## config.mk

```make
export PLATFORM = sky130hd
export DESIGN_NAME = nonpreemptive_fcfs_sjf_scheduler
export DESIGN_NICKNAME = d
export VERILOG_FILES = /design/src/design/nfs_pkg.sv /design/src/design/nfs_store.sv /design/src/design/nfs_pick.sv /design/src/design/nfs_div.sv /design/src/design/nonpreemptive_fcfs_sjf_scheduler.sv
export SDC_FILE = /design/constraint.sdc
export NUM_CORES = 2
export LEC_CHECK = 0
export CORE_ASPECT_RATIO = 1.75
export CORE_MARGIN = 2
export CORE_UTILIZATION = 53
export CTS_BUF_LIST = sky130_fd_sc_hd__clkbuf_8
export DETAILED_ROUTE_END_ITERATION = 12
export DONT_BUFFER_PORTS = 1
export PLACE_DENSITY = 0.71
export SYNTH_ARGS = -nofsm -noshare
export SYNTH_HDL_FRONTEND = slang
export SYNTH_HIERARCHICAL = 1
export SYNTH_SLANG_ARGS = --single-unit
export TNS_END_PERCENT = 20
```

## constraint.sdc

```tcl
create_clock -name clk -period 8.15 [get_ports clk]
set_input_delay 1.63 -clock clk [delete_from_list [all_inputs] [get_ports clk]]
set_output_delay 1.63 -clock clk [all_outputs]
set_load 0.01 [all_outputs]
```

## src/design/nfs_pkg.sv

```systemverilog
// ----------------------------------------------------------------------------
// nfs_pkg
// Shared sizes, state codes and compare helpers for the non-preemptive
// FCFS / SJF job scheduler.
// ----------------------------------------------------------------------------
package nfs_pkg;

	localparam int MAX_JOBS  = 64;
	localparam int TIME_BITS = 16;
	localparam int IDX_W     = (MAX_JOBS > 1) ? $clog2(MAX_JOBS) : 1;
	localparam int CNT_W     = $clog2(MAX_JOBS + 1);
	localparam int CLK_W     = 23;
	localparam int FRAC_W    = 8;
	localparam int WT_W      = CLK_W + FRAC_W;
	localparam int CMP_W     = (CLK_W > TIME_BITS) ? CLK_W : TIME_BITS;
	localparam int DIVC_W    = $clog2(WT_W + 1);
	localparam int JIDX_W    = 6;

	localparam logic POLICY_FCFS = 1'b0;
	localparam logic POLICY_SJF  = 1'b1;

	typedef enum logic [2:0] {
		ST_LOAD,
		ST_SCAN,
		ST_CALC,
		ST_DIV,
		ST_OUT
	} state_t;

	typedef struct packed {
		logic             clr;
		logic             vld;
		logic [IDX_W-1:0] idx;
		logic             done;
		logic             policy;
		logic [CLK_W-1:0] now;
	} scan_ctl_t;

	// arrival first, then run time; equal keys keep the earlier index
	function automatic logic fcfs_before(
		input logic [TIME_BITS-1:0] a_arr,
		input logic [TIME_BITS-1:0] a_run,
		input logic [TIME_BITS-1:0] b_arr,
		input logic [TIME_BITS-1:0] b_run
	);
		logic res;
		if (a_arr != b_arr) begin
			res = (a_arr < b_arr);
		end else begin
			res = (a_run < b_run);
		end
		return res;
	endfunction

endpackage

```

## src/design/nfs_store.sv

```systemverilog
// ----------------------------------------------------------------------------
// nfs_store
// Job memory: arrival and run time per load slot, one write and one
// registered read per cycle.
// ----------------------------------------------------------------------------
module nfs_store (
	input  logic                            clk,
	input  logic                            we,
	input  logic [nfs_pkg::IDX_W-1:0]       waddr,
	input  logic [nfs_pkg::TIME_BITS-1:0]   warr,
	input  logic [nfs_pkg::TIME_BITS-1:0]   wrun,
	input  logic                            re,
	input  logic [nfs_pkg::IDX_W-1:0]       raddr,
	output logic [nfs_pkg::TIME_BITS-1:0]   rarr,
	output logic [nfs_pkg::TIME_BITS-1:0]   rrun
);

	logic [2*nfs_pkg::TIME_BITS-1:0] mem_q [nfs_pkg::MAX_JOBS];
	logic [2*nfs_pkg::TIME_BITS-1:0] rd_q;

	always_ff @(posedge clk) begin
		if (we) begin
			mem_q[waddr] <= {warr, wrun};
		end
		if (re) begin
			rd_q <= mem_q[raddr];
		end
	end

	assign rarr = rd_q[2*nfs_pkg::TIME_BITS-1:nfs_pkg::TIME_BITS];
	assign rrun = rd_q[nfs_pkg::TIME_BITS-1:0];

endmodule

```

## src/design/nfs_pick.sv

```systemverilog
// ----------------------------------------------------------------------------
// nfs_pick
// Running best-job search: one stored job per cycle is compared against the
// best arrived job under the policy and the best pending job by arrival.
// ----------------------------------------------------------------------------
module nfs_pick (
	input  logic                            clk,
	input  logic                            arst_n,
	input  nfs_pkg::scan_ctl_t              ctl,
	input  logic [nfs_pkg::TIME_BITS-1:0]   arr,
	input  logic [nfs_pkg::TIME_BITS-1:0]   run,
	output logic [nfs_pkg::IDX_W-1:0]       sel_idx,
	output logic [nfs_pkg::TIME_BITS-1:0]   sel_arr,
	output logic [nfs_pkg::TIME_BITS-1:0]   sel_run
);

	logic                          ra_found_q;
	logic                          any_found_q;
	logic [nfs_pkg::IDX_W-1:0]     ra_idx_q;
	logic [nfs_pkg::TIME_BITS-1:0] ra_arr_q;
	logic [nfs_pkg::TIME_BITS-1:0] ra_run_q;
	logic [nfs_pkg::IDX_W-1:0]     any_idx_q;
	logic [nfs_pkg::TIME_BITS-1:0] any_arr_q;
	logic [nfs_pkg::TIME_BITS-1:0] any_run_q;
	logic                          arrived;
	logic                          ra_better;
	logic                          any_better;
	logic                          ra_take;
	logic                          any_take;

	always_comb begin
		arrived = (nfs_pkg::CMP_W'(arr) <= nfs_pkg::CMP_W'(ctl.now));
		if (ctl.policy == nfs_pkg::POLICY_SJF) begin
			ra_better = (run < ra_run_q);
		end else begin
			ra_better = nfs_pkg::fcfs_before(arr, run, ra_arr_q, ra_run_q);
		end
		any_better = nfs_pkg::fcfs_before(arr, run, any_arr_q, any_run_q);
		ra_take  = ctl.vld && !ctl.done && arrived && (!ra_found_q || ra_better);
		any_take = ctl.vld && !ctl.done && (!any_found_q || any_better);
	end

	always_ff @(posedge clk or negedge arst_n) begin
		if (!arst_n) begin
			ra_found_q  <= 1'b0;
			any_found_q <= 1'b0;
		end else if (ctl.clr) begin
			ra_found_q  <= 1'b0;
			any_found_q <= 1'b0;
		end else begin
			if (ra_take) begin
				ra_found_q <= 1'b1;
			end
			if (any_take) begin
				any_found_q <= 1'b1;
			end
		end
	end

	always_ff @(posedge clk) begin
		if (ra_take) begin
			ra_idx_q <= ctl.idx;
			ra_arr_q <= arr;
			ra_run_q <= run;
		end
		if (any_take) begin
			any_idx_q <= ctl.idx;
			any_arr_q <= arr;
			any_run_q <= run;
		end
	end

	assign sel_idx = ra_found_q ? ra_idx_q : any_idx_q;
	assign sel_arr = ra_found_q ? ra_arr_q : any_arr_q;
	assign sel_run = ra_found_q ? ra_run_q : any_run_q;

endmodule

```

## src/design/nfs_div.sv

```systemverilog
// ----------------------------------------------------------------------------
// nfs_div
// Restoring divider, one quotient bit per cycle. A zero divisor yields an
// all-ones quotient.
// ----------------------------------------------------------------------------
module nfs_div (
	input  logic                            clk,
	input  logic                            arst_n,
	input  logic                            go,
	input  logic [nfs_pkg::WT_W-1:0]        dividend,
	input  logic [nfs_pkg::TIME_BITS-1:0]   divisor,
	output logic                            done,
	output logic [nfs_pkg::WT_W-1:0]        quotient
);

	logic                          busy_q;
	logic [nfs_pkg::DIVC_W-1:0]    cnt_q;
	logic [nfs_pkg::WT_W-1:0]      dq_q;
	logic [nfs_pkg::TIME_BITS-1:0] rem_q;
	logic [nfs_pkg::TIME_BITS-1:0] dvs_q;
	logic [nfs_pkg::TIME_BITS:0]   trial;
	logic                          qbit;
	logic [nfs_pkg::TIME_BITS:0]   diff;

	always_comb begin
		trial = {rem_q, dq_q[nfs_pkg::WT_W-1]};
		qbit  = (trial >= {1'b0, dvs_q});
		diff  = trial - {1'b0, dvs_q};
	end

	always_ff @(posedge clk or negedge arst_n) begin
		if (!arst_n) begin
			busy_q <= 1'b0;
			cnt_q  <= '0;
		end else if (go) begin
			busy_q <= 1'b1;
			cnt_q  <= nfs_pkg::DIVC_W'(nfs_pkg::WT_W);
		end else if (busy_q) begin
			if (cnt_q == '0) begin
				busy_q <= 1'b0;
			end else begin
				cnt_q <= cnt_q - 1'b1;
			end
		end
	end

	always_ff @(posedge clk) begin
		if (go) begin
			dq_q  <= dividend;
			rem_q <= '0;
			dvs_q <= divisor;
		end else if (busy_q && cnt_q != '0) begin
			dq_q  <= {dq_q[nfs_pkg::WT_W-2:0], qbit};
			rem_q <= qbit ? diff[nfs_pkg::TIME_BITS-1:0] : trial[nfs_pkg::TIME_BITS-1:0];
		end
	end

	assign done     = busy_q && (cnt_q == '0);
	assign quotient = dq_q;

endmodule

```

## src/design/nonpreemptive_fcfs_sjf_scheduler.sv

```systemverilog
// ----------------------------------------------------------------------------
// nonpreemptive_fcfs_sjf_scheduler
// Loads jobs until the last one, then runs a non-preemptive FCFS or SJF
// schedule and emits one item per job in run order.
//
//   channel  handshake              payload
//   cfg      cfg_valid / cfg_ready  policy
//   in       in_valid / in_ready    arrival_time, run_time, last_job
//   out      out_valid / out_ready  job_index, start_time, finish_time,
//                                   turnaround, weighted_turnaround,
//                                   last_result
//
// Loading stores each input item in the job memory. Each result of a set
// of n jobs needs a memory scan (one stored job per cycle through the
// single read port), a step of time arithmetic, the bit-serial divider and
// an output step that holds while out_ready is low.
// Reset clears the job count, done marks, clock and policy; the job memory
// is not cleared. The input stays not ready while a set is scheduled.
// ----------------------------------------------------------------------------
module nonpreemptive_fcfs_sjf_scheduler (
	input  logic                                clk,
	input  logic                                arst_n,
	input  logic                                cfg_valid,
	output logic                                cfg_ready,
	input  logic                                policy,
	input  logic                                in_valid,
	output logic                                in_ready,
	input  logic [15:0]                         arrival_time,
	input  logic [15:0]                         run_time,
	input  logic                                last_job,
	output logic                                out_valid,
	input  logic                                out_ready,
	output logic [nfs_pkg::JIDX_W-1:0]          job_index,
	output logic [nfs_pkg::CLK_W-1:0]           start_time,
	output logic [nfs_pkg::CLK_W-1:0]           finish_time,
	output logic [nfs_pkg::CLK_W-1:0]           turnaround,
	output logic [nfs_pkg::WT_W-1:0]            weighted_turnaround,
	output logic                                last_result
);

	nfs_pkg::state_t               state_q;
	nfs_pkg::state_t               state_d;
	logic                          policy_q;
	logic [nfs_pkg::CNT_W-1:0]     count_q;
	logic [nfs_pkg::CNT_W-1:0]     issue_q;
	logic [nfs_pkg::CNT_W-1:0]     k_q;
	logic [nfs_pkg::CLK_W-1:0]     cur_q;
	logic [nfs_pkg::MAX_JOBS-1:0]  done_q;
	logic                          vld_s1;
	logic [nfs_pkg::IDX_W-1:0]     idx_s1;
	logic [nfs_pkg::IDX_W-1:0]     jidx_q;
	logic [nfs_pkg::CLK_W-1:0]     start_q;
	logic [nfs_pkg::CLK_W-1:0]     fin_q;
	logic [nfs_pkg::CLK_W-1:0]     tat_q;

	logic                          in_acc;
	logic                          out_acc;
	logic                          is_last;
	logic                          room;
	logic                          scan_issue;
	logic                          scan_end;
	logic                          div_go;
	logic                          div_done;
	logic [nfs_pkg::WT_W-1:0]      div_q;
	logic [nfs_pkg::TIME_BITS-1:0] arr_in;
	logic [nfs_pkg::TIME_BITS-1:0] run_in;
	logic [nfs_pkg::TIME_BITS-1:0] rd_arr;
	logic [nfs_pkg::TIME_BITS-1:0] rd_run;
	logic [nfs_pkg::IDX_W-1:0]     sel_idx;
	logic [nfs_pkg::TIME_BITS-1:0] sel_arr;
	logic [nfs_pkg::TIME_BITS-1:0] sel_run;
	logic [nfs_pkg::CMP_W-1:0]     start_w;
	logic [nfs_pkg::CLK_W-1:0]     start_c;
	logic [nfs_pkg::CLK_W-1:0]     fin_c;
	logic [nfs_pkg::CLK_W-1:0]     tat_c;
	nfs_pkg::scan_ctl_t            ctl;

	assign arr_in  = nfs_pkg::TIME_BITS'(arrival_time);
	assign run_in  = nfs_pkg::TIME_BITS'(run_time);
	assign in_acc  = in_valid && in_ready;
	assign out_acc = out_valid && out_ready;
	assign room    = (count_q < nfs_pkg::CNT_W'(nfs_pkg::MAX_JOBS));
	assign is_last = (nfs_pkg::CNT_W'(k_q + 1'b1) == count_q);
	assign scan_issue = (state_q == nfs_pkg::ST_SCAN) && (issue_q < count_q);
	assign scan_end   = (issue_q == count_q) && !vld_s1;

	always_comb begin
		state_d = state_q;
		case (state_q)
			nfs_pkg::ST_LOAD: begin
				if (in_valid && last_job) begin
					state_d = nfs_pkg::ST_SCAN;
				end
			end
			nfs_pkg::ST_SCAN: begin
				if (scan_end) begin
					state_d = nfs_pkg::ST_CALC;
				end
			end
			nfs_pkg::ST_CALC: begin
				state_d = nfs_pkg::ST_DIV;
			end
			nfs_pkg::ST_DIV: begin
				if (div_done) begin
					state_d = nfs_pkg::ST_OUT;
				end
			end
			nfs_pkg::ST_OUT: begin
				if (out_ready) begin
					state_d = is_last ? nfs_pkg::ST_LOAD : nfs_pkg::ST_SCAN;
				end
			end
			default: begin
				state_d = nfs_pkg::ST_LOAD;
			end
		endcase
	end

	always_comb begin
		in_ready  = 1'b0;
		out_valid = 1'b0;
		div_go    = 1'b0;
		case (state_q)
			nfs_pkg::ST_LOAD: in_ready  = 1'b1;
			nfs_pkg::ST_CALC: div_go    = 1'b1;
			nfs_pkg::ST_OUT:  out_valid = 1'b1;
			default: begin
				in_ready  = 1'b0;
				out_valid = 1'b0;
				div_go    = 1'b0;
			end
		endcase
	end

	assign cfg_ready = 1'b1;

	always_ff @(posedge clk or negedge arst_n) begin
		if (!arst_n) begin
			state_q  <= nfs_pkg::ST_LOAD;
			policy_q <= nfs_pkg::POLICY_FCFS;
			count_q  <= '0;
			issue_q  <= '0;
			k_q      <= '0;
			cur_q    <= '0;
			done_q   <= '0;
			vld_s1   <= 1'b0;
		end else begin
			state_q <= state_d;
			vld_s1  <= scan_issue;
			if (cfg_valid && cfg_ready) begin
				policy_q <= policy;
			end
			if (in_acc && room) begin
				count_q <= count_q + 1'b1;
				done_q[count_q[nfs_pkg::IDX_W-1:0]] <= 1'b0;
			end
			if (state_q == nfs_pkg::ST_LOAD || state_q == nfs_pkg::ST_OUT) begin
				issue_q <= '0;
			end else if (scan_issue) begin
				issue_q <= issue_q + 1'b1;
			end
			if (out_acc) begin
				if (is_last) begin
					count_q <= '0;
					k_q     <= '0;
					cur_q   <= '0;
					done_q  <= '0;
				end else begin
					k_q    <= k_q + 1'b1;
					cur_q  <= fin_q;
					done_q[jidx_q] <= 1'b1;
				end
			end
		end
	end

	always_ff @(posedge clk) begin
		if (scan_issue) begin
			idx_s1 <= issue_q[nfs_pkg::IDX_W-1:0];
		end
		if (state_q == nfs_pkg::ST_CALC) begin
			jidx_q  <= sel_idx;
			start_q <= start_c;
			fin_q   <= fin_c;
			tat_q   <= tat_c;
		end
	end

	always_comb begin
		if (nfs_pkg::CMP_W'(cur_q) > nfs_pkg::CMP_W'(sel_arr)) begin
			start_w = nfs_pkg::CMP_W'(cur_q);
		end else begin
			start_w = nfs_pkg::CMP_W'(sel_arr);
		end
		start_c = nfs_pkg::CLK_W'(start_w);
		fin_c   = start_c + nfs_pkg::CLK_W'(sel_run);
		tat_c   = fin_c - nfs_pkg::CLK_W'(sel_arr);
	end

	always_comb begin
		ctl.clr    = (state_q == nfs_pkg::ST_SCAN) && (issue_q == '0);
		ctl.vld    = vld_s1;
		ctl.idx    = idx_s1;
		ctl.done   = done_q[idx_s1];
		ctl.policy = policy_q;
		ctl.now    = cur_q;
	end

	nfs_store u_store (
		.clk   (clk),
		.we    (in_acc && room),
		.waddr (count_q[nfs_pkg::IDX_W-1:0]),
		.warr  (arr_in),
		.wrun  (run_in),
		.re    (scan_issue),
		.raddr (issue_q[nfs_pkg::IDX_W-1:0]),
		.rarr  (rd_arr),
		.rrun  (rd_run)
	);

	nfs_pick u_pick (
		.clk     (clk),
		.arst_n  (arst_n),
		.ctl     (ctl),
		.arr     (rd_arr),
		.run     (rd_run),
		.sel_idx (sel_idx),
		.sel_arr (sel_arr),
		.sel_run (sel_run)
	);

	nfs_div u_div (
		.clk      (clk),
		.arst_n   (arst_n),
		.go       (div_go),
		.dividend ({tat_c, {nfs_pkg::FRAC_W{1'b0}}}),
		.divisor  (sel_run),
		.done     (div_done),
		.quotient (div_q)
	);

	assign job_index           = nfs_pkg::JIDX_W'(jidx_q);
	assign start_time          = start_q;
	assign finish_time         = fin_q;
	assign turnaround          = tat_q;
	assign weighted_turnaround = div_q;
	assign last_result         = is_last;

	a_no_overlap: assert property (@(posedge clk) disable iff (!arst_n)
		!(in_ready && out_valid))
		else $error("input ready while a result is pending");

	a_count_range: assert property (@(posedge clk) disable iff (!arst_n)
		count_q <= nfs_pkg::CNT_W'(nfs_pkg::MAX_JOBS))
		else $error("job count beyond store depth");

	a_set_end: assert property (@(posedge clk) disable iff (!arst_n)
		(out_valid && out_ready && last_result) |=> (in_ready && count_q == '0))
		else $error("block not reloaded after final result");

	a_div_state: assert property (@(posedge clk) disable iff (!arst_n)
		div_done |-> (state_q == nfs_pkg::ST_DIV))
		else $error("divider finished outside its step");

	a_scan_set: assert property (@(posedge clk) disable iff (!arst_n)
		(state_q == nfs_pkg::ST_SCAN) |-> (count_q != '0))
		else $error("scan started on an empty set");

endmodule
```

# Word-level counts from Yosys, hierarchy flattened
# Memories as Yosys holds them, arrays and structs flattened. A register that Yosys moved wholly into a read port is not among the register bits.
# Cells that the tools add are included.
dict set report totals {
  regBits 341
  mem_bits_rw 2048
  elab_cells 145
  n_memories 1
}
dict set report op_classes {
  addsub 7
  n_lt_le_gt_ge 14
  n_eq_ne 13
  n_mux 47
  bitwise_logic 3
  reduce_logical 33
}
# name words word_bits read_ports rd_clocked_by_memory_dff write_ports line
set memory_table {}
lappend memory_table {u_store.mem_q 64 32 1 1 1 nfs_store.sv:18} ;# logic [2*nfs_pkg::TIME_BITS-1:0] mem_q [nfs_pkg::MAX_JOBS];
# cell n
set ops {}
lappend ops {{64-bit 2-to-1 mux} 3}
lappend ops {{64-bit AND} 1}
lappend ops {{16-bit < comparator} 4}
lappend ops {{64-bit inverter} 1}
lappend ops {{64-bit bitwise OR} 1}
lappend ops {{31-bit 2-to-1 mux} 2}
lappend ops {{16-bit 2-to-1 mux} 3}
lappend ops {{23-bit 2-to-1 mux} 2}
lappend ops {{7-bit 2-to-1 mux} 6}
lappend ops {{16-bit != test} 2}
lappend ops {{23-bit by 16-bit adder with 23-bit output} 1}
lappend ops {{23-bit by 16-bit greater-than comparator with 1-bit output} 1}
lappend ops {{16-bit by 23-bit less-or-equal comparator with 1-bit output} 1}
lappend ops {{23-bit by 16-bit subtractor with 23-bit output} 1}
lappend ops {{7-bit by 1-bit adder with 7-bit output (second input constant)} 3}
lappend ops {{6-bit by 7-bit < comparator with 1-bit output (second input constant)} 3}
lappend ops {{1-bit 2-to-1 mux} 19}
lappend ops {{17-bit by 16-bit >= comparator with 1-bit output} 1}
lappend ops {{16-bit subtractor} 1}
lappend ops {{1-bit logical AND} 15}
lappend ops {{5-bit 2-to-1 mux} 3}
lappend ops {{3-bit case mux with 5 select lines} 1}
lappend ops {{7-bit equality test} 2}
lappend ops {{1-bit demux with 6-bit select} 2}
lappend ops {{other kinds (20)} 38}

# Logic depth before layout (Yosys ltp)
dict set report depth {
  ltp_word 10
  depth_mapped 36
}

# Hierarchy
# Netlist, hierarchy kept.
# mod instances cells_each area_per_inst_um2 seq_area_each_um2
set by_module_without_submodules {}
lappend by_module_without_submodules {nfs_store 1 3324 78835.6 62459.9}
lappend by_module_without_submodules {nonpreemptive_fcfs_sjf_scheduler 1 1055 10695.3 5260.0}
lappend by_module_without_submodules {nfs_pick 1 436 4758.3 2332.2}
lappend by_module_without_submodules {nfs_div 1 337 4053.9 1881.8}

# Least setup slack after synthesis
# No wires, ideal clock.
dict set report synth_timing {
  path_type {register to register}
  startpoint {register state_q[1]}
  endpoint {register u_div.dq_q (netlist bit u_div/quotient[0]) (enable)}
  arrival_ns 8.157
  t_required_ns 7.764
  setup_slack_ns -0.393
  stages_incl_launch_ff 8
  n_path_buf 3
  cell_sequence {dfrtp_1 -> clkbuf_1 -> inv_1 -> nor3_1 -> clkbuf_1 -> clkbuf_8 -> nor2_1 -> inv_1}
}
dict set report synth_between {
  elab_chain_len 2
}
# element line
set synth_rtl {}
lappend synth_rtl {{from (decl)} nonpreemptive_fcfs_sjf_scheduler.sv:41} ;# nfs_pkg::state_t state_q;
lappend synth_rtl {{from (signal assigned)} nonpreemptive_fcfs_sjf_scheduler.sv:139} ;# state_q <= nfs_pkg::ST_LOAD;
lappend synth_rtl {{from (signal assigned)} nonpreemptive_fcfs_sjf_scheduler.sv:148} ;# state_q <= state_d;
lappend synth_rtl {{3-bit by 2-bit equality test with 1-bit output} nonpreemptive_fcfs_sjf_scheduler.sv:123} ;# case (state_q)
lappend synth_rtl {{1-bit 2-to-1 mux} nonpreemptive_fcfs_sjf_scheduler.sv:123}
lappend synth_rtl {{net div_go} nonpreemptive_fcfs_sjf_scheduler.sv:62} ;# logic div_go;
lappend synth_rtl {{to (signal assigned)} nfs_div.sv:49} ;# dq_q <= dividend;
lappend synth_rtl {{to (signal assigned)} nfs_div.sv:53} ;# dq_q <= {dq_q[nfs_pkg::WT_W-2:0], qbit};
lappend synth_rtl {{to (decl)} nfs_div.sv:18} ;# logic [nfs_pkg::WT_W-1:0] dq_q;
# The timed path passes the listed nets, and every way through them passes these cells.
# A chain may end at the register's enable or synchronous reset.

# Worst setup path in the final report
dict set report layout_timing {
  startpoint {register u_pick.ra_found_q}
  endpoint {register u_div.dq_q (netlist bit u_div/quotient[29]), data pin}
}
dict set report layout_between {
  elab_chain_len 6
  word_cells_on_any_way 7
  classes_between {add/sub (2); order compare (1); mux (4)}
}
# element line
set layout_rtl {}
lappend layout_rtl {{from (decl)} nfs_pick.sv:17} ;# logic ra_found_q;
lappend layout_rtl {{from (signal assigned)} nfs_pick.sv:45} ;# ra_found_q <= 1'b0;
lappend layout_rtl {{from (signal assigned)} nfs_pick.sv:48} ;# ra_found_q <= 1'b0;
lappend layout_rtl {{from (signal assigned)} nfs_pick.sv:52} ;# ra_found_q <= 1'b1;
lappend layout_rtl {{16-bit 2-to-1 mux} nfs_pick.sv:74} ;# assign sel_arr = ra_found_q ? ra_arr_q : any_arr_q;
lappend layout_rtl {{net sel_arr, one bit} nonpreemptive_fcfs_sjf_scheduler.sv:70} ;# logic [nfs_pkg::TIME_BITS-1:0] sel_arr;
lappend layout_rtl {{23-bit by 16-bit greater-than comparator with 1-bit output} nonpreemptive_fcfs_sjf_scheduler.sv:190} ;# if (nfs_pkg::CMP_W'(cur_q) > nfs_pkg::CMP_W'(sel_arr)) begin
lappend layout_rtl {{23-bit 2-to-1 mux} nonpreemptive_fcfs_sjf_scheduler.sv:190}
lappend layout_rtl {{net start_c, one bit} nonpreemptive_fcfs_sjf_scheduler.sv:73} ;# logic [nfs_pkg::CLK_W-1:0] start_c;
lappend layout_rtl {{23-bit by 16-bit adder with 23-bit output} nonpreemptive_fcfs_sjf_scheduler.sv:196} ;# fin_c = start_c + nfs_pkg::CLK_W'(sel_run);
lappend layout_rtl {{net fin_c, one bit} nonpreemptive_fcfs_sjf_scheduler.sv:74} ;# logic [nfs_pkg::CLK_W-1:0] fin_c;
lappend layout_rtl {{23-bit by 16-bit subtractor with 23-bit output} nonpreemptive_fcfs_sjf_scheduler.sv:197} ;# tat_c = fin_c - nfs_pkg::CLK_W'(sel_arr);
lappend layout_rtl {{net tat_c, one bit} nonpreemptive_fcfs_sjf_scheduler.sv:75} ;# logic [nfs_pkg::CLK_W-1:0] tat_c;
lappend layout_rtl {{31-bit 2-to-1 mux} nfs_div.sv:48} ;# if (go) begin
# The timed path passes the listed nets, and every way through them passes these cells.

==> impl_metrics.env <==
export IMPL_dieArea_mm2=0.189
export IMPL_drt_initial_drc_count=5005
export IMPL_status="complete, no violations"
export IMPL_grt_max_degree=122
export IMPL_num_rows=209
export IMPL_dr_pass1_iters=5
export IMPL_clkTransAtPathRegs_ps=70
export IMPL_grt_pass1_vias=53000
export IMPL_drt_wl_total_um=250000
export IMPL_maxSlewHeadroom_pct=3.63
export IMPL_fillers=13300
export IMPL_slew_viol_final=0
export IMPL_synthFlopType="edfxtp_1"
export IMPL_worstPathRequired_ps=8850
export IMPL_cpMaxStageDelayCell="dfrtp_4"
export IMPL_num_vias=51100
export IMPL_drc_errors=0
export IMPL_cts_max_level=5
export IMPL_powerDensity_mw_per_mm2=328
export IMPL_yosys_top_cells_count="edfxtp_1, mux4_2, nor2_1"
export IMPL_antenna_found_initial=6
export IMPL_synth_area_mm2=0.0983
export IMPL_core_area_mm2=0.185
export IMPL_cellLeakagePower_nw=35.5
export IMPL_wl_per_cell_um=31.0
export IMPL_cts_buffer_depth=4
export IMPL_track_usage_pct=26.6
export IMPL_hold_ws_ps=359
export IMPL_clk_latency_ps=960
export IMPL_avgSynthCellArea_um2=19.1
export IMPL_dpl_hpwl_um=152000
export IMPL_reg2reg_slack_ps=530
export IMPL_fp_dieW_um=330
export IMPL_drive_gt1_share_pct=23.1
export IMPL_arrival_ps=8320
export IMPL_cts_tree="done"
export IMPL_synth_edff_count=2284
export IMPL_timing_fmax_ghz=0.131
export IMPL_routabilityCongestion=0.920
export IMPL_max_stage_delay_ps=610
export IMPL_grt_ovfl_total=0
export IMPL_synth_cell_types=112
export IMPL_fin_crit_ps=7620
export IMPL_syn2layout_area_growth_pct=9.79
export IMPL_worst_pin_slew_ps=1430
export IMPL_synth_most_common_cell="edfxtp_1"
export IMPL_period_share_pct=93.5
export IMPL_finalSetupViolCount=0
export IMPL_grt_pass1_wl_um=361000
export IMPL_cts_root_buf="clkbuf_8"
export IMPL_final_net_count=5565
export IMPL_final_core_util_pct=58.4
export IMPL_ys_async_sr_fraction_pct=5.00
export IMPL_synth_top_area_cell="edfxtp_1"
export IMPL_ys_top_cells_by_area="edfxtp_1, mux4_2, dfrtp_1"
export IMPL_ys_warnings_count=6
export IMPL_cts_inserted_buffers=332
export IMPL_cts_setup_buffers=0
export IMPL_ys_ff_latch=2421
export IMPL_p_total_mw=35.4
export IMPL_critPathCaptureType="flop"
export IMPL_hold_viol=0
export IMPL_synth_cells=5152
export IMPL_port_buffers=0
export IMPL_ant_nets=0
export IMPL_initial_core_util_pct=53.2
export IMPL_cts_sinks=2421
export IMPL_worstPathMaxFanout=28
export IMPL_cap_violations=0
export IMPL_die_h_um=574
export IMPL_ir_worst_vdd_mv=0.390
export IMPL_rsz0062_at_grt="no"
export IMPL_setup_tns_ps=0
export IMPL_dpl_instance_area_mm2=0.102
export IMPL_vias_per_cell=6.34
export IMPL_critPathLaunchType="flop"
export IMPL_finalInstanceArea_mm2=0.108
export IMPL_synth_top_area_share_pct=69.7
export IMPL_ys_seq_area_share_pct=73.1
export IMPL_finClkSkew_ps=53.7
export IMPL_hold_path_class="in -> async"
export IMPL_io_pins=149
export IMPL_crit_type="reg -> reg"
[metal layers]
| metal | global-route usage, % | share of wire, % | vias up |
|---|---|---|---|
| met3 | 4.25 | 7.1 | 650 |
| li1 | - | - | 21400 |
| met1 | 30.1 | 33 | 26700 |
| met5 | 0 | 0.0052 | - |
| met4 | 15.0 | 6.5 | 2 |
| met2 | 47.7 | 54 | 2337 |
[kinds of logic after synthesis]
logic type,Yosys count,share of synthesized area [%]
other,2,0.00764
muxes,701,14.4
xor gates and xnor gates,70,0.646
buffers and inverters,402,1.87
adders and majority gates,158,2.03
and+or+nand+nor,773,3.76
DFF,2421,73.1
AOI/OAI and AO/OA,625,4.17
[repair_timing]
item                       4_1_cts  5_1_grt
resized for setup                0        2
hold buffers                     0        0
setup endpoints to repair        0        4
[registers in the layout, summed over array words and instances, names as in the netlist, 23 cells and up]
name            flops
u_store/mem_q    2048
done_q             64
u_store/rd_q       32
u_div/quotient     31
cur_q              23
finish_time        23
start_time         23
turnaround         23
[per-stage QoR]
stage | std cells | worst slack [ps]
4_1_cts | 8060 | 328
3_3_place_gp | 7460 | 434
5_1_grt | 8063 | 81.3
2_1_floorplan | 5159 | 1670
6_report | 8067 | 532
3_5_place_dp | 7460 | 297
[path summary, 6_finish.rpt]
path                                               startpoint                      endpoint  depth (start not counted)
worst max-delay path            u_pick/ra_found_q$_DFFE_PN0P_  u_div/quotient[29]$_DFFE_PP_                         31
worst min-delay path                                   arst_n          done_q[20]$_DFF_PN0_                          0
worst max register to register  u_pick/ra_found_q$_DFFE_PN0P_  u_div/quotient[29]$_DFFE_PP_                         31
worst min register to register           done_q[56]$_DFF_PN0_          done_q[56]$_DFF_PN0_                          2
max in group asynchronous                              arst_n    u_div/cnt_q[0]$_DFFE_PN0P_                          0
min in group clk                         done_q[56]$_DFF_PN0_          done_q[56]$_DFF_PN0_                          2
[final cells by class]
class	count	area, µm²	area share, %
inverters	144	541	0.501
repair buffers	133	1090	1.01
clock buffers	343	4720	4.37
clock inverters	257	1470	1.36
multi-input cells	2336	25100	23.3
flip-flops and latches	2421	72000	66.6
diodes	7	17.5	0.0162
well taps	2426	3040	2.81
[cell usage in the layout (no fill, tap or decap), types with 9 or more instances in the layout]
| cell type | count |
|---|---|
| and3_1 | 13 |
| xor2_1 | 21 |
| a22oi_1 | 49 |
| or3_1 | 9 |
| dfxtp_1 | 16 |
| nor2_1 | 198 |
| o21ai_1 | 11 |
| o21ai_0 | 129 |
| ha_1 | 155 |
| a21o_1 | 24 |
| clkinv_2 | 56 |
| edfxtp_1 | 2284 |
| a211oi_1 | 11 |
| nor2_4 | 62 |
| dfrtp_1 | 115 |
| a311oi_1 | 17 |
| xnor2_1 | 46 |
| nor3_1 | 25 |
| o21a_1 | 10 |
| inv_1 | 232 |
| o22ai_1 | 89 |
| o221ai_1 | 27 |
| o31ai_1 | 10 |
| bufinv_16 | 13 |
| nor4_1 | 9 |
| a21oi_1 | 153 |
| nand2b_1 | 26 |
| nand3b_1 | 11 |
| mux2i_1 | 95 |
| nand3_1 | 57 |
| buf_4 | 126 |
| nand4_1 | 25 |
| nor2b_1 | 26 |
| conb_1 | 9 |
| mux2_2 | 41 |
| clkbuf_8 | 343 |
| clkinv_1 | 84 |
| mux4_2 | 565 |
| nand2_1 | 244 |
[critical path, delay by kind of cell, from the launching register on]
family / cells / cell delay, ps
compound gates: 15 / 3160
xor+xnor: 2 / 330
fa+ha+maj: 4 / 1280
buf+inv: 2 / 370
flops: 1 / 610
mux: 2 / 660
simple gates: 6 / 980
[power by group]
part	switching, mW	total [mW]	internal (mW)
clock	4.49	8.84	4.35
combinational	6.66	11.5	4.80
sequential	0.577	15.1	14.5
total	11.7	35.4	23.7
(Power assumes the default switching activity.)
